--- src/fast12_pkg.sv ---
// Package for the FAST-12 corner score block: widths, reset values, register indexes.
// No dependencies.
package fast12_pkg;
   localparam int MaxWidthDefault = 2048;
   localparam int PixW = 8;
   localparam int ColBytes = 6;
   localparam int WinRows = 7;
   localparam int WinCols = 7;
   localparam int RowCountW = 12;
   localparam logic [7:0] ThresholdReset = 8'd5;
   localparam logic [11:0] LineWidthReset = 12'd640;
   localparam logic [15:0] RunMask = 16'h0FFF;
   localparam logic [11:0] CsrThreshold = 12'd0;
   localparam logic [11:0] CsrLineWidth = 12'd1;

   // Window taps of the radius-three circle: column offset from the centre, row offset.
   typedef struct packed {
      logic signed [2:0] dx;
      logic signed [2:0] dy;
   } tap_type;

   function automatic tap_type circle_tap(input logic [3:0] t);
      tap_type r;
      case (t)
         4'd0:  r = '{dx: 3'sd0,  dy: -3'sd3};
         4'd1:  r = '{dx: 3'sd1,  dy: -3'sd3};
         4'd2:  r = '{dx: 3'sd2,  dy: -3'sd2};
         4'd3:  r = '{dx: 3'sd3,  dy: -3'sd1};
         4'd4:  r = '{dx: 3'sd3,  dy: 3'sd0};
         4'd5:  r = '{dx: 3'sd3,  dy: 3'sd1};
         4'd6:  r = '{dx: 3'sd2,  dy: 3'sd2};
         4'd7:  r = '{dx: 3'sd1,  dy: 3'sd3};
         4'd8:  r = '{dx: 3'sd0,  dy: 3'sd3};
         4'd9:  r = '{dx: -3'sd1, dy: 3'sd3};
         4'd10: r = '{dx: -3'sd2, dy: 3'sd2};
         4'd11: r = '{dx: -3'sd3, dy: 3'sd1};
         4'd12: r = '{dx: -3'sd3, dy: 3'sd0};
         4'd13: r = '{dx: -3'sd3, dy: -3'sd1};
         4'd14: r = '{dx: -3'sd2, dy: -3'sd2};
         default: r = '{dx: -3'sd1, dy: -3'sd3};
      endcase
      return r;
   endfunction

   // Sideband carried along with each word through the pipeline.
   typedef struct packed {
      logic border;
      logic line_end;
   } side_type;
endpackage

--- src/fast12_score.sv ---
// Corner test and score over a 7x7 window: registered tap compares, then an adder tree.
// Depends on fast12_pkg.
module fast12_score
   import fast12_pkg::*;
(
   input  logic clock,
   input  logic [WinRows*WinCols*PixW-1:0] window,
   input  logic [PixW-1:0] threshold,
   input  logic en1,
   output logic [PixW-1:0] score
);
   logic [15:0] bright, dark;
   logic [15:0][PixW-3:0] dq;
   logic [PixW-1:0] c;
   logic [PixW:0] hi, lo;

   function automatic logic [PixW-1:0] px(input logic [WinRows*WinCols*PixW-1:0] w,
                                         input logic signed [2:0] dx,
                                         input logic signed [2:0] dy);
      logic [2:0] r, s;
      r = 3'(3 + dy);
      s = 3'(3 - dx);
      return w[(int'(r)*WinCols + int'(s))*PixW +: PixW];
   endfunction

   function automatic logic run12(input logic [15:0] b);
      logic f;
      logic [15:0] m;
      f = 1'b0;
      for (int s = 0; s < 16; s++) begin
         m = (RunMask << s) | (RunMask >> (16 - s));
         if ((b & m) == m) f = 1'b1;
      end
      return f;
   endfunction

   // Stage one: tap compares and quarter differences.
   always_comb begin
      tap_type tp;
      logic [PixW-1:0] p;
      c = px(window, 3'sd0, 3'sd0);
      hi = {1'b0, c} + {1'b0, threshold};
      if (hi > 9'd255) hi = 9'd255;
      lo = (c > threshold) ? {1'b0, c - threshold} : 9'd0;
      for (int t = 0; t < 16; t++) begin
         tp = circle_tap(4'(t));
         p = px(window, tp.dx, tp.dy);
         bright[t] = {1'b0, p} > hi;
         dark[t] = {1'b0, p} < lo;
         dq[t] = (PixW-2)'(((p > c) ? p - c : c - p) >> 2);
      end
   end

   logic corner_ff;
   logic [15:0][PixW-3:0] dq_ff;
   logic [PixW+3:0] sum;

   always_ff @(posedge clock) begin
      if (en1) begin
         corner_ff <= run12(bright) || run12(dark);
         dq_ff <= dq;
      end
   end

   // Stage two: adder tree and saturation, presented with the result word.
   always_comb begin
      sum = '0;
      for (int t = 0; t < 16; t++) sum = sum + (PixW+4)'(dq_ff[t]);
   end

   assign score = !corner_ff ? '0 : (sum > 12'd255 ? 8'd255 : sum[PixW-1:0]);
endmodule

--- config.mk ---
export PLATFORM = sky130hd
export DESIGN_NAME = fast12_score
export DESIGN_NICKNAME = d
export VERILOG_FILES = /design/src/fast12_pkg.sv /design/src/fast12_score.sv
export SDC_FILE = /design/constraint.sdc
export NUM_CORES = 1
export LEC_CHECK = 0
export ABC_AREA = 1
export BUFFER_PORTS_ARGS = -buffer_cell sky130_fd_sc_hd__buf_2
export CAP_MARGIN = 20
export CORE_MARGIN = 1
export CORE_UTILIZATION = 26
export DETAILED_ROUTE_END_ITERATION = 10
export GPL_ROUTABILITY_DRIVEN = 0
export PLACE_DENSITY = 0.51
export SLEW_MARGIN = 25
export SYNTH_ARGS = -nofsm -noshare
export SYNTH_HDL_FRONTEND = slang
export SYNTH_SLANG_ARGS = --single-unit
--- constraint.sdc ---
create_clock -name clock -period 7.8 [get_ports clock]
set_input_delay 0.78 -clock clock [delete_from_list [all_inputs] [get_ports clock]]
set_output_delay 0.78 -clock clock [all_outputs]
set_load 0.1 [all_outputs]
==> key figures <==
Placed design
  – IO buf count: 153
  – Detail Placement HPWL: 57.81 mm

Floorplanning
  – Overall die height: 279.0 um
  – Core Area: 0.07595 mm^2
  – Cell row count: 101
  – Initial Util: 0.2627
  – # IOs: 410
  – Die width: 279.0 um
  – Total Die Area: 0.07785 mm^2

Synth
  – Syn nets: 3543
  – Synth Warn #: 0
  – Post-Synthesis Cell Area: 0.01995 mm^2
  – Post-synth cell types: 45
  – Syn Area/Cell: 7.797 um^2
  – Post-synth EDFFs: 97
  – Adder-cell share of the synthesized area: 0.3943
  – Mux cell area share after synthesis: 0.009469
  – Synth Area in Compound Gates: 0.1457
  – Synth Instances: 2559
  – XOR/XNOR share of the synthesized area: 0.05312
  – Largest family of logic cells by synthesized area: adder cells
  – Synth async-reset ratio: 0
  – Primary FF master, synth: edfxtp_1
  – Synth Area in Simple Gates: 0.1617
  – Seq/Total Area, Yosys: 0.1460
  – Seq cells post-synth: 97

Clock network
  – CTS sink cnt: 97
  – CTS tree: built
  – Clk slew on worst S/H paths: 0.07 ns
  – H-tree depth: 3
  – Cts bufs inserted: 9
  – Clk buf depth: 2
  – Hold bufs inserted after CTS: 0
  – Root Driver: clkbuf_16

Run
  – Max Cap Violations: 0

Min path
  – Hold Crit Class: in2reg
  – Hold depth: 1

Worst setup path
  – Critical path class: reg2out
  – Critical path arrival: 6.66 ns
  – CP required: 7.02 ns
  – Crit-path max FO: 7
  – Crit start category: flop
  – Crit end category: output pin

Outcome
  – Status: finished, final reports clean

Drt
  – WL per Instance: 20.07 um
  – Pre-antenna DRT Iters: 5
  – Drt total wl: 75.86 mm
  – Starting DRT DRC Count: 1270
  – Routed vias: 17530
  – Vias per cell: 4.639
  – Detail Route Antenna Nets: 0
  – DRC viols: 0

Timing
  – Rel. slew slack: 0.2815
  – Actual transition at the worst max-transition pin: 1.075 ns
  – Final hold violation count: 0
  – Post-layout min period: 7.438 ns
  – Final setup violation count: 0
  – Crit share post-route: 0.9536
  – Timing-limited maximum frequency: 0.1344 GHz
  – Unrepaired setup endpoints after global routing: no
  – Max Slew Vio Count: 0
  – Setup TNS: 0 ns

GRT
  – Grt peak-use layer: met2
  – Overflow after GRT: 0
  – Largest net degree at the start of global routing: 69
  – GR Util met1: 0.2717
  – First-pass GRT wire length: 110.5 mm
  – Met3 Use GR: 0.01832
  – Vias in the first global route: 16770
  – Routing usage on met2: 0.3262
  – All-Layer GR Usage: 0.1944
  – Initial antenna violation count: 10

Layout
  – Layout area overhead: 13.74%
  – Fraction of layout cells with a size suffix above 1: 0.09472
  – Final #Nets: 3725
per-stage QoR:
step	worst slack (ns)	hold slack [ns]	area, um^2	std cells	util
floorplan	0.8948	0.8925	19950	2559	-
CTS	0.003242	0.8696	22570	3775	0.2972
global placement	0.4369	1.262	22210	3760	0.2924
finish	0.3620	0.8764	22690	3779	0.2988
global route	0.03587	0.8861	22680	3775	0.2987
detailed placement	0.3640	1.260	22220	3760	0.2925
path summary, 6_finish.rpt:
path,from,end,slack (ns)
max,dq_ff[2],score[0],0.36
min,en1,dq_ff[32],0.88
routing by layer:
metal	vias up	share of wire
met4	8	0.014
met3	54	0.043
li1	8949	-
met5	-	0.00070
met2	341	0.46
met1	8180	0.48
area by class of cell:
cell class / count / area, um^2
Fill cell: 8247 / 53260
Multi-Input combinational cell: 1994 / 15390
Sequential cell: 97 / 2913
Inverter: 454 / 1704
Tap cell: 1030 / 1289
Timing Repair Buffer: 185 / 1049
Clock buffer: 9 / 225.2
Clock inverter: 6 / 116.4
Antenna cell: 4 / 10.01
critical path, stage by stage (launching register included):
cell and delay [ns]:
edfxtp_1 0.42, ha_4 0.28, a21oi_1 0.12, nand2_1 0.10, a21o_1 0.17, a21oi_2 0.13
xor2_1 0.33, fa_2 0.55, fa_1 0.55, inv_1 0.05, fa_1 0.50, fa_2 0.59
inv_1 0.05, fa_1 0.50, fa_2 0.59, ha_4 0.23, a21oi_2 0.15, nand2_1 0.12
a221oi_2 0.27, nand2_2 0.14, o21ai_1 0.17, inv_1 0.06, buf_4 0.23
registers in the layout, summed over array words and instances (netlist names):
name / cells
dq_ff: 96
corner_ff: 1
cells by family after synthesis:
family	Yosys count
compound gates	504
xor+xnor	121
fa+ha+maj	582
buf+inv	468
flops	97
mux	17
simple gates	770
cell usage after synthesis (all sizes together), types with 2 or more instances:
cell    number  area [um^2]
a21o        11        82.58
nor3        17        85.08
nor4         5        31.28
ha         504         6306
xor2       111        972.2
xnor2       10        87.58
edfxtp      97         2913
a211oi       4        30.03
o21a         7        52.55
a21oi      218         1106
nand3b       2        15.01
o211ai       7        52.55
o221ai      10        87.58
mux2i        2        20.02
o21ai      151        755.7
nand4       58        362.9
nor2       162        610.6
inv        454         1704
a31oi        2        12.51
fa          78         1562
nor3b       10        75.07
and3         3        18.77
clkbuf       7        26.28
nand3       59        295.3
o31ai        7        52.55
nand2      450         1704
mux2        15        168.9
a221oi      17        148.9
buf          7        58.80
o21bai      68        510.5
layout by cell type, fill, tap and decap left out, types with 10 or more instances in the layout:
| cell type | netlist | final |
|---|---|---|
| a21o_1 | 11 | 11 |
| buf_2 | 2 | 144 |
| nor2_1 | 161 | 160 |
| nand3_1 | 59 | 59 |
| o21bai_1 | 68 | 68 |
| ha_1 | 504 | 500 |
| nand4_1 | 58 | 58 |
| mux2_2 | 15 | 15 |
| edfxtp_1 | 97 | 97 |
| buf_4 | 2 | 38 |
| inv_1 | 448 | 446 |
| nor3_1 | 17 | 17 |
| a221oi_1 | 17 | 16 |
| o21ai_0 | 148 | 132 |
| xor2_1 | 111 | 110 |
| a21oi_1 | 216 | 209 |
| fa_1 | 78 | 74 |
| o21ai_1 | 3 | 15 |
| o221ai_1 | 10 | 10 |
| nor3b_1 | 10 | 10 |
| nand2_1 | 446 | 441 |
repair_timing:
action                                  4_1_cts  5_1_grt
buffers inserted                              0        0
pin swaps                                     0        7
gates resized for setup                       6       32
endpoints found under the setup margin        6        8
Power is left out: the tool's default activity adds up to more than one toggle a clock period on the data nets, which glitch-free logic cannot reach.
